File: src/rtl/enx_pkg.sv
`timescale 1ns / 1ps
// Shared widths, constants, types and rounding helpers of the envelope expander.
package enx_pkg;

    localparam int CHANNELS  = 2;
    localparam int CH_IDX_W  = (CHANNELS > 1) ? $clog2(CHANNELS) : 1;

    localparam int SAMPLE_W  = 24;
    localparam int GAIN_W    = 16;
    localparam int COEF_W    = 16;
    localparam int ENV_W     = 23;
    localparam int MUL_W     = 25;
    localparam int PROD_W    = 2 * MUL_W;
    localparam int IN_DATA_W = 40;
    localparam int CFG_IDX_W = 2;

    localparam logic signed [SAMPLE_W-1:0] SMAX_S = 24'sh7FFFFF;
    localparam logic signed [SAMPLE_W-1:0] SMIN_S = 24'sh800000;
    localparam logic [ENV_W-1:0]           ENV_MAX = 23'h7FFFFF;
    localparam logic [SAMPLE_W-1:0]        UNITY   = 24'h800000;

    localparam logic signed [PROD_W-1:0] PROD_SMAX  = 50'sd8388607;
    localparam logic signed [PROD_W-1:0] PROD_SMIN  = -50'sd8388608;
    localparam logic signed [PROD_W-1:0] PROD_UNITY = 50'sd8388608;
    localparam logic signed [PROD_W-1:0] PROD_EMAX  = 50'sd8388607;

    localparam logic [COEF_W-1:0] ATTACK_RST  = 16'd1357;
    localparam logic [COEF_W-1:0] RELEASE_RST = 16'd9;
    localparam logic [COEF_W-1:0] THR_RST     = 16'd256;

    typedef enum logic [CFG_IDX_W-1:0] {
        CFG_ATTACK  = 2'd0,
        CFG_RELEASE = 2'd1,
        CFG_THR     = 2'd2,
        CFG_BYPASS  = 2'd3
    } cfg_idx_t;

    typedef enum logic [2:0] {
        MOP_GAIN = 3'd0,
        MOP_ENV  = 3'd1,
        MOP_THR  = 3'd2,
        MOP_SQ   = 3'd3,
        MOP_OUT  = 3'd4
    } mul_op_t;

    typedef struct packed {
        logic [COEF_W-1:0] attack;
        logic [COEF_W-1:0] release_c;
        logic [COEF_W-1:0] thr;
        logic              bypass;
    } enx_cfg_t;

    typedef struct packed {
        logic    load_in;
        logic    mul_en;
        mul_op_t mul_op;
        logic    scale_en;
        logic    diff_en;
        logic    env_en;
        logic    open_en;
        logic    sq_en;
        logic    out_load;
    } enx_cmd_t;

    // round half up: add half, then floor through an arithmetic shift
    function automatic logic signed [PROD_W-1:0] rnd_shift(
        input logic signed [PROD_W-1:0] x,
        input int unsigned              n
    );
        logic signed [PROD_W-1:0] half;
        logic signed [PROD_W-1:0] sum;
        half = PROD_W'(1) <<< (n - 1);
        sum  = x + half;
        return sum >>> n;
    endfunction

    function automatic logic signed [SAMPLE_W-1:0] sat24(
        input logic signed [PROD_W-1:0] x
    );
        logic signed [SAMPLE_W-1:0] r;
        if (x > PROD_SMAX)
            r = SMAX_S;
        else if (x < PROD_SMIN)
            r = SMIN_S;
        else
            r = x[SAMPLE_W-1:0];
        return r;
    endfunction

endpackage

File: src/rtl/envelope_noise_expander.sv
`timescale 1ns / 1ps
// Top level: configuration registers, sequencer and datapath of the envelope expander.
//
//  channel | dir | handshake               | payload
//  --------+-----+-------------------------+------------------------------------------
//  s_axis  | in  | s_axis_tvalid/tready    | tdata: sample_in[23:0], gain[39:24]
//          |     |                         | tuser: channel
//  m_axis  | out | m_axis_tvalid/tready    | tdata: sample_out[23:0]; tuser: channel_out
//  cfg     | in  | cfg_valid/cfg_ready     | cfg_index, cfg_data (always ready)
//
// Between its transaction and the next input, a gated sample steps through the
// sequencer: five products go through one shared 25x25 multiplier, each followed by a
// step of rounding and clamping. A bypassed sample goes straight to the write step.
// Reset clears the envelope of every channel and loads the register defaults.
// A result waits in the output register while the next sample is taken; the
// write step stalls only when a previous result is still unclaimed.
module envelope_noise_expander
    import enx_pkg::*;
(
    input  logic                 clk,
    input  logic                 rst_n,
    input  logic                 s_axis_tvalid,
    output logic                 s_axis_tready,
    input  logic [IN_DATA_W-1:0] s_axis_tdata,   // sample_in[23:0], gain[39:24]
    input  logic [0:0]           s_axis_tuser,   // channel[0]
    output logic                 m_axis_tvalid,
    input  logic                 m_axis_tready,
    output logic [SAMPLE_W-1:0]  m_axis_tdata,   // sample_out[23:0]
    output logic [0:0]           m_axis_tuser,   // channel_out[0]
    input  logic                 cfg_valid,
    output logic                 cfg_ready,
    input  logic [CFG_IDX_W-1:0] cfg_index,
    input  logic [COEF_W-1:0]    cfg_data
);

    enx_cfg_t cfg_reg;
    enx_cmd_t cmd;
    logic     out_user;

    assign cfg_ready = 1'b1;

    always_ff @(posedge clk or negedge rst_n)
    begin
        if (!rst_n)
        begin
            cfg_reg.attack    <= ATTACK_RST;
            cfg_reg.release_c <= RELEASE_RST;
            cfg_reg.thr       <= THR_RST;
            cfg_reg.bypass    <= 1'b0;
        end
        else if (cfg_valid)
        begin
            unique case (cfg_index)
                CFG_ATTACK:  cfg_reg.attack    <= cfg_data;
                CFG_RELEASE: cfg_reg.release_c <= cfg_data;
                CFG_THR:     cfg_reg.thr       <= cfg_data;
                CFG_BYPASS:  cfg_reg.bypass    <= cfg_data[0];
                default:     cfg_reg.bypass    <= cfg_reg.bypass;
            endcase
        end
    end

    enx_ctrl u_ctrl (
        .clk     (clk),
        .rst_n   (rst_n),
        .s_valid (s_axis_tvalid),
        .s_ready (s_axis_tready),
        .m_valid (m_axis_tvalid),
        .m_ready (m_axis_tready),
        .bypass  (cfg_reg.bypass),
        .cmd     (cmd)
    );

    enx_dp u_dp (
        .clk      (clk),
        .rst_n    (rst_n),
        .cmd      (cmd),
        .cfg      (cfg_reg),
        .in_data  (s_axis_tdata),
        .in_user  (s_axis_tuser[0]),
        .out_data (m_axis_tdata),
        .out_user (out_user)
    );

    assign m_axis_tuser[0] = out_user;

endmodule

File: src/rtl/enx_ctrl.sv
`timescale 1ns / 1ps
// Sequencer that steps one sample through the shared multiplier and owns both handshakes.
module enx_ctrl
    import enx_pkg::*;
(
    input  logic     clk,
    input  logic     rst_n,
    input  logic     s_valid,
    output logic     s_ready,
    output logic     m_valid,
    input  logic     m_ready,
    input  logic     bypass,
    output enx_cmd_t cmd
);

    typedef enum logic [11:0] {
        ST_IDLE     = 12'b0000_0000_0001,
        ST_MUL_GAIN = 12'b0000_0000_0010,
        ST_SCALE    = 12'b0000_0000_0100,
        ST_DIFF     = 12'b0000_0000_1000,
        ST_MUL_ENV  = 12'b0000_0001_0000,
        ST_UPDATE   = 12'b0000_0010_0000,
        ST_MUL_THR  = 12'b0000_0100_0000,
        ST_OPEN     = 12'b0000_1000_0000,
        ST_MUL_SQ   = 12'b0001_0000_0000,
        ST_SQUARE   = 12'b0010_0000_0000,
        ST_MUL_OUT  = 12'b0100_0000_0000,
        ST_WRITE    = 12'b1000_0000_0000
    } state_t;

    state_t state_reg;
    state_t state_next;
    logic   m_valid_reg;
    logic   m_valid_next;

    assign s_ready = (state_reg == ST_IDLE);
    assign m_valid = m_valid_reg;

    always_comb
    begin
        cmd        = '0;
        cmd.mul_op = MOP_GAIN;
        state_next = state_reg;
        unique case (state_reg)
            ST_IDLE:
            begin
                if (s_valid)
                begin
                    cmd.load_in = 1'b1;
                    state_next  = bypass ? ST_WRITE : ST_MUL_GAIN;
                end
            end
            ST_MUL_GAIN:
            begin
                cmd.mul_en = 1'b1;
                cmd.mul_op = MOP_GAIN;
                state_next = ST_SCALE;
            end
            ST_SCALE:
            begin
                cmd.scale_en = 1'b1;
                state_next   = ST_DIFF;
            end
            ST_DIFF:
            begin
                cmd.diff_en = 1'b1;
                state_next  = ST_MUL_ENV;
            end
            ST_MUL_ENV:
            begin
                cmd.mul_en = 1'b1;
                cmd.mul_op = MOP_ENV;
                state_next = ST_UPDATE;
            end
            ST_UPDATE:
            begin
                cmd.env_en = 1'b1;
                state_next = ST_MUL_THR;
            end
            ST_MUL_THR:
            begin
                cmd.mul_en = 1'b1;
                cmd.mul_op = MOP_THR;
                state_next = ST_OPEN;
            end
            ST_OPEN:
            begin
                cmd.open_en = 1'b1;
                state_next  = ST_MUL_SQ;
            end
            ST_MUL_SQ:
            begin
                cmd.mul_en = 1'b1;
                cmd.mul_op = MOP_SQ;
                state_next = ST_SQUARE;
            end
            ST_SQUARE:
            begin
                cmd.sq_en  = 1'b1;
                state_next = ST_MUL_OUT;
            end
            ST_MUL_OUT:
            begin
                cmd.mul_en = 1'b1;
                cmd.mul_op = MOP_OUT;
                state_next = ST_WRITE;
            end
            ST_WRITE:
            begin
                // hold until the output register is free or drains this cycle
                if (!m_valid_reg || m_ready)
                begin
                    cmd.out_load = 1'b1;
                    state_next   = ST_IDLE;
                end
            end
            default:
            begin
                state_next = ST_IDLE;
            end
        endcase
    end

    always_comb
    begin
        if (cmd.out_load)
            m_valid_next = 1'b1;
        else if (m_ready)
            m_valid_next = 1'b0;
        else
            m_valid_next = m_valid_reg;
    end

    always_ff @(posedge clk or negedge rst_n)
    begin
        if (!rst_n)
        begin
            state_reg   <= ST_IDLE;
            m_valid_reg <= 1'b0;
        end
        else
        begin
            state_reg   <= state_next;
            m_valid_reg <= m_valid_next;
        end
    end

    a_bypass_skips: assert property (@(posedge clk) disable iff (!rst_n)
        (s_valid && s_ready && bypass) |=> (state_reg == ST_WRITE))
        else $error("bypass transaction did not go straight to write");

    a_gate_starts: assert property (@(posedge clk) disable iff (!rst_n)
        (s_valid && s_ready && !bypass) |=> (state_reg == ST_MUL_GAIN))
        else $error("gated transaction did not start the multiply chain");

    a_no_overwrite: assert property (@(posedge clk) disable iff (!rst_n)
        cmd.out_load |-> (!m_valid_reg || m_ready))
        else $error("result overwritten before its transaction completed");

    a_load_shows: assert property (@(posedge clk) disable iff (!rst_n)
        cmd.out_load |=> (m_valid_reg && state_reg == ST_IDLE))
        else $error("loaded result not presented");

endmodule

File: src/rtl/enx_dp.sv
`timescale 1ns / 1ps
// Datapath: sample registers, shared 25x25 multiplier, envelope store and output register.
module enx_dp
    import enx_pkg::*;
(
    input  logic                 clk,
    input  logic                 rst_n,
    input  enx_cmd_t             cmd,
    input  enx_cfg_t             cfg,
    input  logic [IN_DATA_W-1:0] in_data,
    input  logic                 in_user,
    output logic [SAMPLE_W-1:0]  out_data,
    output logic                 out_user
);

    logic signed [SAMPLE_W-1:0] x_reg;
    logic [GAIN_W-1:0]          gain_reg;
    logic                       ch_reg;
    logic [CH_IDX_W-1:0]        idx_reg;
    logic                       byp_reg;
    logic signed [PROD_W-1:0]   prod_reg;
    logic signed [SAMPLE_W-1:0] v_reg;
    logic [ENV_W-1:0]           a_reg;
    logic signed [SAMPLE_W-1:0] diff_reg;
    logic [COEF_W-1:0]          coef_reg;
    logic [ENV_W-1:0]           env_reg;
    logic [SAMPLE_W-1:0]        t_reg;
    logic [SAMPLE_W-1:0]        t2_reg;
    logic [ENV_W-1:0]           env_mem_reg [CHANNELS];
    logic [SAMPLE_W-1:0]        out_data_reg;
    logic                       out_user_reg;

    logic signed [MUL_W-1:0]    mul_a;
    logic signed [MUL_W-1:0]    mul_b;
    logic signed [SAMPLE_W-1:0] v_next;
    logic [ENV_W-1:0]           a_next;
    logic [ENV_W-1:0]           env_cur;
    logic signed [SAMPLE_W-1:0] diff_next;
    logic signed [PROD_W-1:0]   env_sum;
    logic [ENV_W-1:0]           env_next;
    logic signed [PROD_W-1:0]   t_full;
    logic [SAMPLE_W-1:0]        t_next;
    logic signed [PROD_W-1:0]   t2_full;
    logic signed [SAMPLE_W-1:0] y_next;
    logic [CH_IDX_W-1:0]        idx_in;

    // channels past the store fall back to channel 0
    assign idx_in = (CH_IDX_W'(in_user) < CH_IDX_W'(CHANNELS - 1) ||
                     CH_IDX_W'(in_user) == CH_IDX_W'(CHANNELS - 1))
                    ? CH_IDX_W'(in_user) : '0;

    always_comb
    begin
        case (cmd.mul_op)
            MOP_GAIN:
            begin
                mul_a = MUL_W'(x_reg);
                mul_b = MUL_W'(gain_reg);
            end
            MOP_ENV:
            begin
                mul_a = MUL_W'(coef_reg);
                mul_b = MUL_W'(diff_reg);
            end
            MOP_THR:
            begin
                mul_a = MUL_W'(env_reg);
                mul_b = MUL_W'(cfg.thr);
            end
            MOP_SQ:
            begin
                mul_a = MUL_W'(t_reg);
                mul_b = MUL_W'(t_reg);
            end
            MOP_OUT:
            begin
                mul_a = MUL_W'(v_reg);
                mul_b = MUL_W'(t2_reg);
            end
            default:
            begin
                mul_a = '0;
                mul_b = '0;
            end
        endcase
    end

    // scaled sample and its clipped magnitude
    always_comb
    begin
        v_next = sat24(rnd_shift(prod_reg, 12));
        if (v_next == SMIN_S)
            a_next = ENV_MAX;
        else if (v_next < 0)
            a_next = ENV_W'(-v_next);
        else
            a_next = v_next[ENV_W-1:0];
    end

    assign env_cur   = env_mem_reg[idx_reg];
    assign diff_next = SAMPLE_W'(signed'({1'b0, a_reg})) - SAMPLE_W'(signed'({1'b0, env_cur}));

    always_comb
    begin
        env_sum = PROD_W'(signed'({1'b0, env_reg})) + rnd_shift(prod_reg, 16);
        if (env_sum < 0)
            env_next = '0;
        else if (env_sum > PROD_EMAX)
            env_next = ENV_MAX;
        else
            env_next = env_sum[ENV_W-1:0];
    end

    always_comb
    begin
        t_full = rnd_shift(prod_reg, 8);
        if (t_full > PROD_UNITY)
            t_next = UNITY;
        else
            t_next = t_full[SAMPLE_W-1:0];
    end

    assign t2_full = rnd_shift(prod_reg, 23);
    assign y_next  = sat24(rnd_shift(prod_reg, 23));

    always_ff @(posedge clk)
    begin
        if (cmd.load_in)
        begin
            x_reg    <= in_data[SAMPLE_W-1:0];
            gain_reg <= in_data[SAMPLE_W+GAIN_W-1:SAMPLE_W];
            ch_reg   <= in_user;
            idx_reg  <= idx_in;
            byp_reg  <= cfg.bypass;
        end
        if (cmd.mul_en)
            prod_reg <= mul_a * mul_b;
        if (cmd.scale_en)
        begin
            v_reg <= v_next;
            a_reg <= a_next;
        end
        if (cmd.diff_en)
        begin
            diff_reg <= diff_next;
            env_reg  <= env_cur;
            coef_reg <= (a_reg > env_cur) ? cfg.attack : cfg.release_c;
        end
        if (cmd.env_en)
            env_reg <= env_next;
        if (cmd.open_en)
            t_reg <= t_next;
        if (cmd.sq_en)
            t2_reg <= t2_full[SAMPLE_W-1:0];
        if (cmd.out_load)
        begin
            out_data_reg <= byp_reg ? x_reg : y_next;
            out_user_reg <= ch_reg;
        end
    end

    always_ff @(posedge clk or negedge rst_n)
    begin
        if (!rst_n)
        begin
            for (int i = 0; i < CHANNELS; i++)
                env_mem_reg[i] <= '0;
        end
        else if (cmd.env_en)
        begin
            env_mem_reg[idx_reg] <= env_next;
        end
    end

    assign out_data = out_data_reg;
    assign out_user = out_user_reg;

    a_open_limited: assert property (@(posedge clk) disable iff (!rst_n)
        cmd.open_en |=> (t_reg <= UNITY))
        else $error("opening factor above unity");

    a_square_below: assert property (@(posedge clk) disable iff (!rst_n)
        cmd.sq_en |=> (t2_reg <= t_reg))
        else $error("squared opening factor exceeds opening factor");

endmodule
File: config.mk
export PLATFORM = sky130hd
export DESIGN_NAME = envelope_noise_expander
export DESIGN_NICKNAME = d
export VERILOG_FILES = /design/src/rtl/enx_pkg.sv /design/src/rtl/envelope_noise_expander.sv /design/src/rtl/enx_ctrl.sv /design/src/rtl/enx_dp.sv
export SDC_FILE = /design/constraint.sdc
export NUM_CORES = 2
export LEC_CHECK = 0
export BUFFER_PORTS_ARGS = -buffer_cell sky130_fd_sc_hd__buf_4
export CELL_PAD_IN_SITES_DETAIL_PLACEMENT = 2
export CELL_PAD_IN_SITES_GLOBAL_PLACEMENT = 2
export CORE_ASPECT_RATIO = 1.5
export CORE_UTILIZATION = 43
export CTS_CLUSTER_SIZE = 10
export DETAILED_ROUTE_END_ITERATION = 10
export HOLD_SLACK_MARGIN = 0.03
export PLACE_DENSITY_LB_ADDON = 0.2
export SLEW_MARGIN = 20
export SYNTH_ARGS = -nofsm -noshare
export SYNTH_HDL_FRONTEND = slang
export SYNTH_SLANG_ARGS = --single-unit
export TNS_END_PERCENT = 10
File: constraint.sdc
create_clock -name clk -period 11.9 [get_ports clk]
set_clock_uncertainty 0.1 [all_clocks]
set_input_delay 1.785 -clock clk [delete_from_list [all_inputs] [get_ports clk]]
set_output_delay 1.785 -clock clk [all_outputs]
set_load 0.005 [all_outputs]
==> impl_metrics.toml <==
[cts]
ctsResizeCount = 0
cts_tree = "yes"
postCtsHoldBufs = 0
cts-root-buf = "clkbuf_16"
numCtsBuffers = 46
post_cts_buffers = 0
htreeDepth = 2
clk_pin_slew_ns = 0.06
cts_sinks = 376
clock_latency_ns = 0.65
clk_path_buf_depth = 3

[placed_design]
io_buffer_count = 90
dp_hpwl_um = 157000
gp_congestion = 0.974

[worst_setup_path]
slowest_stage = "fa_1"
cp.required_ns = 12.14
critPathLaunchType = "register"
cpMostUsedCell = "fa_1"
worstSetupPathType = "register to register"
crit_fanout = 21
cpPeakStageDelay_ns = 1.07
end_kind = "register"
worst_ep_arrival_time_ns = 11.59

[logic_synthesis]
synthTopCellsByArea = "fa_1 30%, edfxtp_1 18%, inv_1 6.4%"
netlist_instances = 4718
synth_edf_count = 268
syn_avg_cell_area_um2 = 9.45
yosysSeqAreaShare_pct = 24.1
synth_top_area_share_pct = 29.6
synthesis.nets = 5630
yosysTopAreaCell = "fa_1"
ys_async_sr_fraction_pct = 28.7
yosysMostFrequentCell = "inv_1"
synthFlopType = "edfxtp_1"
netlist_area_um2 = 44600
synth_top_cells_by_count = "764 x inv_1, 659 x fa_1, 616 x nand2_1"
yosys_warnings = 0
ys_types = 94
synth_seq_cells = 376

[routing]
drt_wl_total_um = 193000
route.detailed.drc = 0
first_pass_iters = 6
wl_per_cell_um = 31.6
num_vias = 36800
drtIter0Drc = 2253
ant_nets = 0
viasPerCell = 6.05

[sta]
drv_slew = 0
max-slew-margin-rel_pct = 23.8
tightest_slew_ns = 1.14
tns_ns = 0
fin_crit_ns = 11.35
grt_setup_unrepaired = "false"
fin_crit_sh_pct = 95.4
max_freq_ghz = 0.0881
finalHoldViolCount = 0
setup_violations = 0

[floorplan]
die_w_um = 265
core_area_um2 = 103000
initial_utilization_pct = 43.4
row_count = 144
ios = 92
die_h_um = 396
dieArea_um2 = 105000

[global_route]
grt_overflow = 0
first_global_vias = 42600
grt_pass1_wl_um = 285000
antenna_found_initial = 4
grt_max_degree = 70
grt_usage_pct = 37.5

[layout]
nets = 5647
fin_util_pct = 47.2
final.fill_count = 11000
drive_gt1_share_pct = 9.18
layout-area-overhead-vs-synth_pct = 8.65
largest_reg_flops = 49

[hold_path]
worstHoldPathType = "register to register"

[run]
drv_cap = 0

[run_status]
outcome = "completed"
-- layout by cell type (no fill, tap or decap), types with 28 or more instances in the layout --
cell         n
clkbuf_16   46
o21ai_0    125
nor2_1     427
a21oi_1    146
nand2_1    616
a21o_1      62
nand4_1     61
fa_1       659
buf_4      208
a22oi_1     33
xor2_1      88
nor3_1      46
dfrtp_1     98
mux2i_1     32
clkbuf_1    28
mux2_2      78
ha_1       189
xnor2_1    134
a31oi_1     67
nand3_1     82
and3_1      58
and2_1      34
edfxtp_1   268
inv_1      764
-- worst max-delay path, delay by kind of cell (launching register included) --
kind / cells / cell delay, ns
DFF: 1 / 0.47
adders and majority gates: 8 / 5.04
buffers and inverters: 5 / 0.85
AOI/OAI and AO/OA: 5 / 1.59
and+or+nand+nor: 8 / 2.94
-- cells by family (layout without fill, tap and decap cells) --
family / count (synthesis) / after routing / synth area share (%)
AO/OA/AOI/OAI: 670 / 670 / 10.2
flip-flops: 376 / 376 / 24.1
buffers and inverters: 1005 / 1059 / 8.59
multiplexers: 110 / 110 / 2.69
adder cells (fa/ha/maj): 848 / 848 / 34.9
other: 1 / 3 / 0.00841
XOR/XNOR: 222 / 222 / 4.36
AND/OR/NAND/NOR: 1486 / 1486 / 15.1
-- stage by stage --
stage	hold WS, ns	setup slack (ns)	area, µm²	std cells
6_report	0.364	0.547	48400	6088
5_1_grt	0.387	0.00337	48400	6087
4_1_cts	0.372	0.528	48400	6085
3_5_place_dp	0.348	0.642	47000	6000
3_3_place_gp	0.340	1.08	47000	6000
2_1_floorplan	0.324	2.20	44600	4718
-- routing by layer --
layer  wire length, µm  GRT usage [%]
met1             68300           41.1
met2             97500           66.4
met3              9460           4.70
met4             17300           27.7
met5                12              0
-- worst paths after layout --
kind | startpoint | end | slack (ns) | cells after the start
worst max-delay path | u_ctrl.state_reg[7] | u_dp.prod_reg[49] | 0.55 | 26
worst min-delay path | u_dp.idx_reg | u_dp.out_user | 0.36 | 0
worst max register to register | u_ctrl.state_reg[7] | u_dp.prod_reg[49] | 0.55 | 26
worst min register to register | u_dp.idx_reg | u_dp.out_user | 0.36 | 0
max in group asynchronous | rst_n | u_dp.env_mem_reg[18] | 9.33 | 2
min in group asynchronous | rst_n | cfg_reg[38] | 1.08 | 1
-- layout make-up --
| cell class | count | area (µm²) | area share [%] |
|---|---|---|---|
| flip-flops and latches | 376 | 10800 | 22.2 |
| diodes | 2 | 5.00 | 0.0103 |
| clock buffers | 77 | 1300 | 2.68 |
| inverters | 764 | 2870 | 5.92 |
| well taps | 1314 | 1640 | 3.39 |
| clock inverters | 8 | 103 | 0.212 |
| multi-input cells | 3337 | 30200 | 62.3 |
| repair buffers | 210 | 1590 | 3.29 |
Power is left out: the tool's default activity adds up to more than one toggle a clock period on the data nets, which glitch-free logic cannot reach.
